==> config.mk <==
export PLATFORM = sky130hd
export DESIGN_NAME = vdb_cordic_stage
export DESIGN_NICKNAME = d
export VERILOG_FILES = /design/src/rtl/vdb_pkg.sv /design/src/rtl/vdb_cordic_stage.sv
export SDC_FILE = /design/constraint.sdc
export NUM_CORES = 1
export LEC_CHECK = 0
export BUFFER_PORTS_ARGS = -buffer_cell sky130_fd_sc_hd__clkbuf_2
export CAP_MARGIN = 20
export CORE_ASPECT_RATIO = 1.4
export CORE_MARGIN = 2
export CORE_UTILIZATION = 56
export DETAILED_ROUTE_END_ITERATION = 10
export GPL_TIMING_DRIVEN = 1
export PLACE_DENSITY_LB_ADDON = 0.05
export SLEW_MARGIN = 20
export SYNTH_ARGS = -nofsm -noshare
export SYNTH_HDL_FRONTEND = slang
export SYNTH_SLANG_ARGS = --single-unit
==> constraint.sdc <==
create_clock -name i_clk -period 4.6 [get_ports i_clk]
set_input_delay 0.46 -clock i_clk [delete_from_list [all_inputs] [get_ports i_clk]]
set_output_delay 0.46 -clock i_clk [all_outputs]
set_load 0.02 [all_outputs]
==> src/rtl/vdb_pkg.sv <==
// Shared widths, constants and arctangent table for the distance and bearing pipeline.
package vdb_pkg;

    // CORDIC datapath: differences are scaled to about 2^35, grown by the CORDIC gain.
    localparam int XW        = 39;
    // Angle accumulator in degrees * 2^20.
    localparam int ZW        = 32;
    localparam int TABLE_LEN = 24;
    // Stages beyond the table are not run.
    localparam int MAX_STAGES = TABLE_LEN;
    // Split of the clamped x for the gain multiply.
    localparam int XLO_W     = 19;
    localparam int XHI_W     = XW - 1 - XLO_W;
    localparam int GAIN_W    = 24;
    localparam int PROD_W    = XLO_W + GAIN_W;
    localparam int SUM_W     = XHI_W + GAIN_W + XLO_W + 1;

    localparam int DIST_W    = 17;
    localparam int BRG_W     = 16;
    localparam int OUT_BITS  = DIST_W + BRG_W;
    localparam int OUT_W     = ((OUT_BITS + 7) / 8) * 8;

    localparam logic [GAIN_W-1:0]  GAIN_Q24      = 24'd10188014;
    localparam logic signed [ZW-1:0] DEG180_Q20  = 32'sd188743680;
    localparam logic signed [ZW-1:0] BRG_ROUND   = 32'sd4096;
    localparam int                 BRG_SHIFT     = 13;
    localparam logic [DIST_W-1:0]  DIST_MAX      = 17'd131071;
    localparam logic signed [BRG_W-1:0] BRG_LIMIT = 16'sd23040;

    // atan(2^-i) in degrees * 2^20, rounded to nearest
    localparam logic signed [ZW-1:0] ATAN_DEG_Q20 [TABLE_LEN] = '{
        32'sd47185920, 32'sd27855475, 32'sd14718068, 32'sd7471121,
        32'sd3750058,  32'sd1876857,  32'sd938658,   32'sd469357,
        32'sd234682,   32'sd117342,   32'sd58671,    32'sd29335,
        32'sd14668,    32'sd7334,     32'sd3667,     32'sd1833,
        32'sd917,      32'sd458,      32'sd229,      32'sd115,
        32'sd57,       32'sd29,       32'sd14,       32'sd7
    };

endpackage

==> src/rtl/vdb_cordic_stage.sv <==
// One registered vectoring CORDIC micro-rotation.
module vdb_cordic_stage #(
    parameter int SHIFT = 0
) (
    input  logic                             i_clk,
    input  logic                             i_en,
    input  logic signed [vdb_pkg::XW-1:0]    i_x,
    input  logic signed [vdb_pkg::XW-1:0]    i_y,
    input  logic signed [vdb_pkg::ZW-1:0]    i_z,
    output logic signed [vdb_pkg::XW-1:0]    o_x,
    output logic signed [vdb_pkg::XW-1:0]    o_y,
    output logic signed [vdb_pkg::ZW-1:0]    o_z
);

    logic signed [vdb_pkg::XW-1:0] xs;
    logic signed [vdb_pkg::XW-1:0] ys;
    logic signed [vdb_pkg::XW-1:0] n_x;
    logic signed [vdb_pkg::XW-1:0] n_y;
    logic signed [vdb_pkg::ZW-1:0] n_z;
    logic signed [vdb_pkg::XW-1:0] r_x;
    logic signed [vdb_pkg::XW-1:0] r_y;
    logic signed [vdb_pkg::ZW-1:0] r_z;

    // arithmetic shift floors toward minus infinity
    assign xs = i_x >>> SHIFT;
    assign ys = i_y >>> SHIFT;

    always_comb begin
        if (i_y > 0) begin
            n_x = i_x + ys;
            n_y = i_y - xs;
            n_z = i_z + vdb_pkg::ATAN_DEG_Q20[SHIFT];
        end else begin
            n_x = i_x - ys;
            n_y = i_y + xs;
            n_z = i_z - vdb_pkg::ATAN_DEG_Q20[SHIFT];
        end
    end

    always_ff @(posedge i_clk) begin
        if (i_en) begin
            r_x <= n_x;
            r_y <= n_y;
            r_z <= n_z;
        end
    end

    assign o_x = r_x;
    assign o_y = r_y;
    assign o_z = r_z;

endmodule

==> metrics.csv <==
metric,value,unit
maxCapViolations,0,
syn_inst,1303,
cp_slowest_cell,nor4_1,
fp.dieW,122,µm
dp_hpwl,29900,µm
detailroute.via_count,10900,
syn_avg_cell_area,8.36,µm²
drive_gt1_share,18.7,%
post-route-period-util,82.8,%
crit_fanout,11,
power_frac_comb,41.9,%
worst-path-buf-inv,2,
utilization,65.3,%
root_buffer,clkbuf_16,
first_iter_violations,979,
hold_violations,0,
dr.pass1.iters,6,
period_minus_slack,3.81,ns
placed_area,0.0122,mm²
finalMaxSlewViolations,0,
slew_headroom,35.6,%
worstSetupStartpoint,i_y[13],
placementRows,60,
min-delay-start,i_z[17],
fin_area,0.0125,mm²
synth_top_flop_cell,edfxtp_1,
yosysMostFrequentCell,a21oi_1,
synth_top_area_cell,edfxtp_1,
post-route-drc-count,0,
cts_tree,yes,
seqPwrFrac,35.4,%
clk_pin_slew,0.08,ns
n_fill_cell,1717,
synth_area,0.0109,mm²
via_per_inst,6.24,
switching_power,1.52,mW
p_clk_share,22.7,%
grt_pass1_wl,57300,µm
antenna_found_initial,1,
area_growth_syn_to_layout,14.8,%
setup_viol_count_final,0,
p_int,2.27,mW
synth_top_family_by_area,compound AO/OA/AOI/OAI gates,
worstMarginPinSlew,0.966,ns
synthAdderAreaFrac,15.0,%
synth_compound_area_share,25.7,%
fin_nets,1735,
cts_sinks,109,
grt_start_max_net_pins,76,
syn_nets,1543,
required,4.72,ns
cts_hold_buf,0,
max_freq,263,MHz
multi_input_area,0.00692,mm²
ys_ff_latch,109,
grt_pass1_vias,10600,
synth-simple-area-share,14.3,%
cts_buffers,9,
arrival,3.93,ns
hold_class,in2reg,
critPathMaxStageDelay,0.51,ns
die_area,0.0206,mm²
grtUsageTotal,36.1,%
rsz0062_at_grt,false,
synth_warnings,0,
ir_worst_vdd,0.213,mV
finalSetupTns,0,ns
synth_edf_count,109,
portBuffers,221,
register_area,0.00327,mm²
wl_per_cell,21.4,µm
async_flop_share,0,%
synthTopCellsByArea,"edfxtp_1 (30%), ha_1 (14%), a21oi_1 (7.9%)",
h-tree-depth,3,
p_sw_share,40.0,%
status,finished clean,
synth_top_area_share,30.0,%
ios,222,
crit_family,simple AND/OR/NAND/NOR gates,
path_cells,clkbuf_2 -> nor4_1 -> nand3_1 -> nor3_1 -> or2_2 -> clkinv_1 -> ha_1 -> a21oi_1 -> nor2b_1 -> o21a_1 -> o311a_1 -> o21a_1 -> o21ai_0 -> nor2b_1 -> xnor2_1,
cp-end-kind,flop,
antenna_left,0,
synth_commonest_cells,"a21oi_1 (173), ha_1 (124), nor2_1 (121), inv_1 (114), edfxtp_1 (109)",
place_congestion,0.977,
overflow,0,
die_h,169,µm
core-area,0.0191,mm²
p_leak,5.54,nW
pwr_density_cell,303,mW/mm²
synth_xor_area_share,6.91,%
synthMuxAreaShare,1.65,%
worstSetupStartpointType,input pin,
worstSetupPathType,in2reg,
yosysUniqueCellTypes,77,
ys_seq_area_share,30.0,%
initial_utilization,56.9,%
cts_setup_buffers,0,
cts_buffer_depth,2,
cts_resized,0,
finalWirelength,37400,µm
## flip-flops by register name, indices dropped and copies added (netlist names)
| name | count |
|---|---|
| o_x | 39 |
| o_y | 38 |
| o_z | 32 |
## cells in the final DEF (no fill, tap or decap), drive strengths merged, types with 10 or more instances in the layout
master	synthesis	final
o21ai	102	102
a31oi	10	10
xnor2	77	77
ha	124	124
a211oi	20	20
a21o	22	22
clkbuf	32	229
o21a	14	14
nor2	121	121
mux2i	18	18
nand4	20	20
inv	120	124
nor3	23	23
nor4	24	24
o211ai	12	12
buf	26	19
nand3	22	22
nor2b	16	16
edfxtp	109	109
a21oi	173	173
nand2	75	75
o21bai	29	29
## cell type report
type                    instances  share of cell area (%)
well taps                     248                    2.48
diodes                          1                  0.0200
inverters                     122                    3.66
clock inverters                 7                   0.630
flip-flops and latches        109                    26.2
clock buffers                   9                    1.80
multi-input cells            1014                    55.3
repair buffers                239                    9.94
## layer usage
layer  track usage, %  vias to the layer above  wire length, µm  part of all wire (%)
li1                 -                     5067                -                     -
met3             3.30                      151             2370                   6.3
met5                0                        -                0                     0
met2             64.8                      584            19100                    51
met4             21.3                        0             2430                   6.5
met1             40.9                     5109            13600                    36
## kinds of logic after synthesis
kind of cell    Yosys count
xor+xnor                 86
fa+ha+maj               128
flops                   109
buf+inv                 180
mux                      18
simple gates            333
compound gates          449
## per-stage QoR
| stage | setup slack [ns] | cells | total power [mW] | hold slack, ns |
|---|---|---|---|---|
| finish | 0.793 | 1749 | 3.79 | 0.258 |
| global route | 0.581 | 1749 | 3.96 | 0.267 |
| CTS | 0.827 | 1748 | 3.77 | 0.257 |
| detailed placement | 0.458 | 1732 | 2.92 | 0.639 |
| global placement | 0.598 | 1732 | 2.90 | 0.637 |
| floorplan | 0.597 | 1303 | 2.39 | 0.559 |
## final timing paths
path                                end  slack, ns  cells past startpoint
worst min-delay path  o_z[17]$_DFFE_PP_       0.26                      1
worst max-delay path  o_z[29]$_DFFE_PP_       0.79                     15
## power by group through the flow
stage / logic [mW] / clock network, mW / registers [mW]
after floorplan: 0.828 / 0 / 1.56
after global routing: 1.71 / 0.892 / 1.36
final: 1.59 / 0.859 / 1.34
after global placement: 1.54 / 0 / 1.36
after detailed placement: 1.55 / 0 / 1.37
after CTS: 1.56 / 0.866 / 1.34
Note: power is estimated with default switching activity, not from simulation.
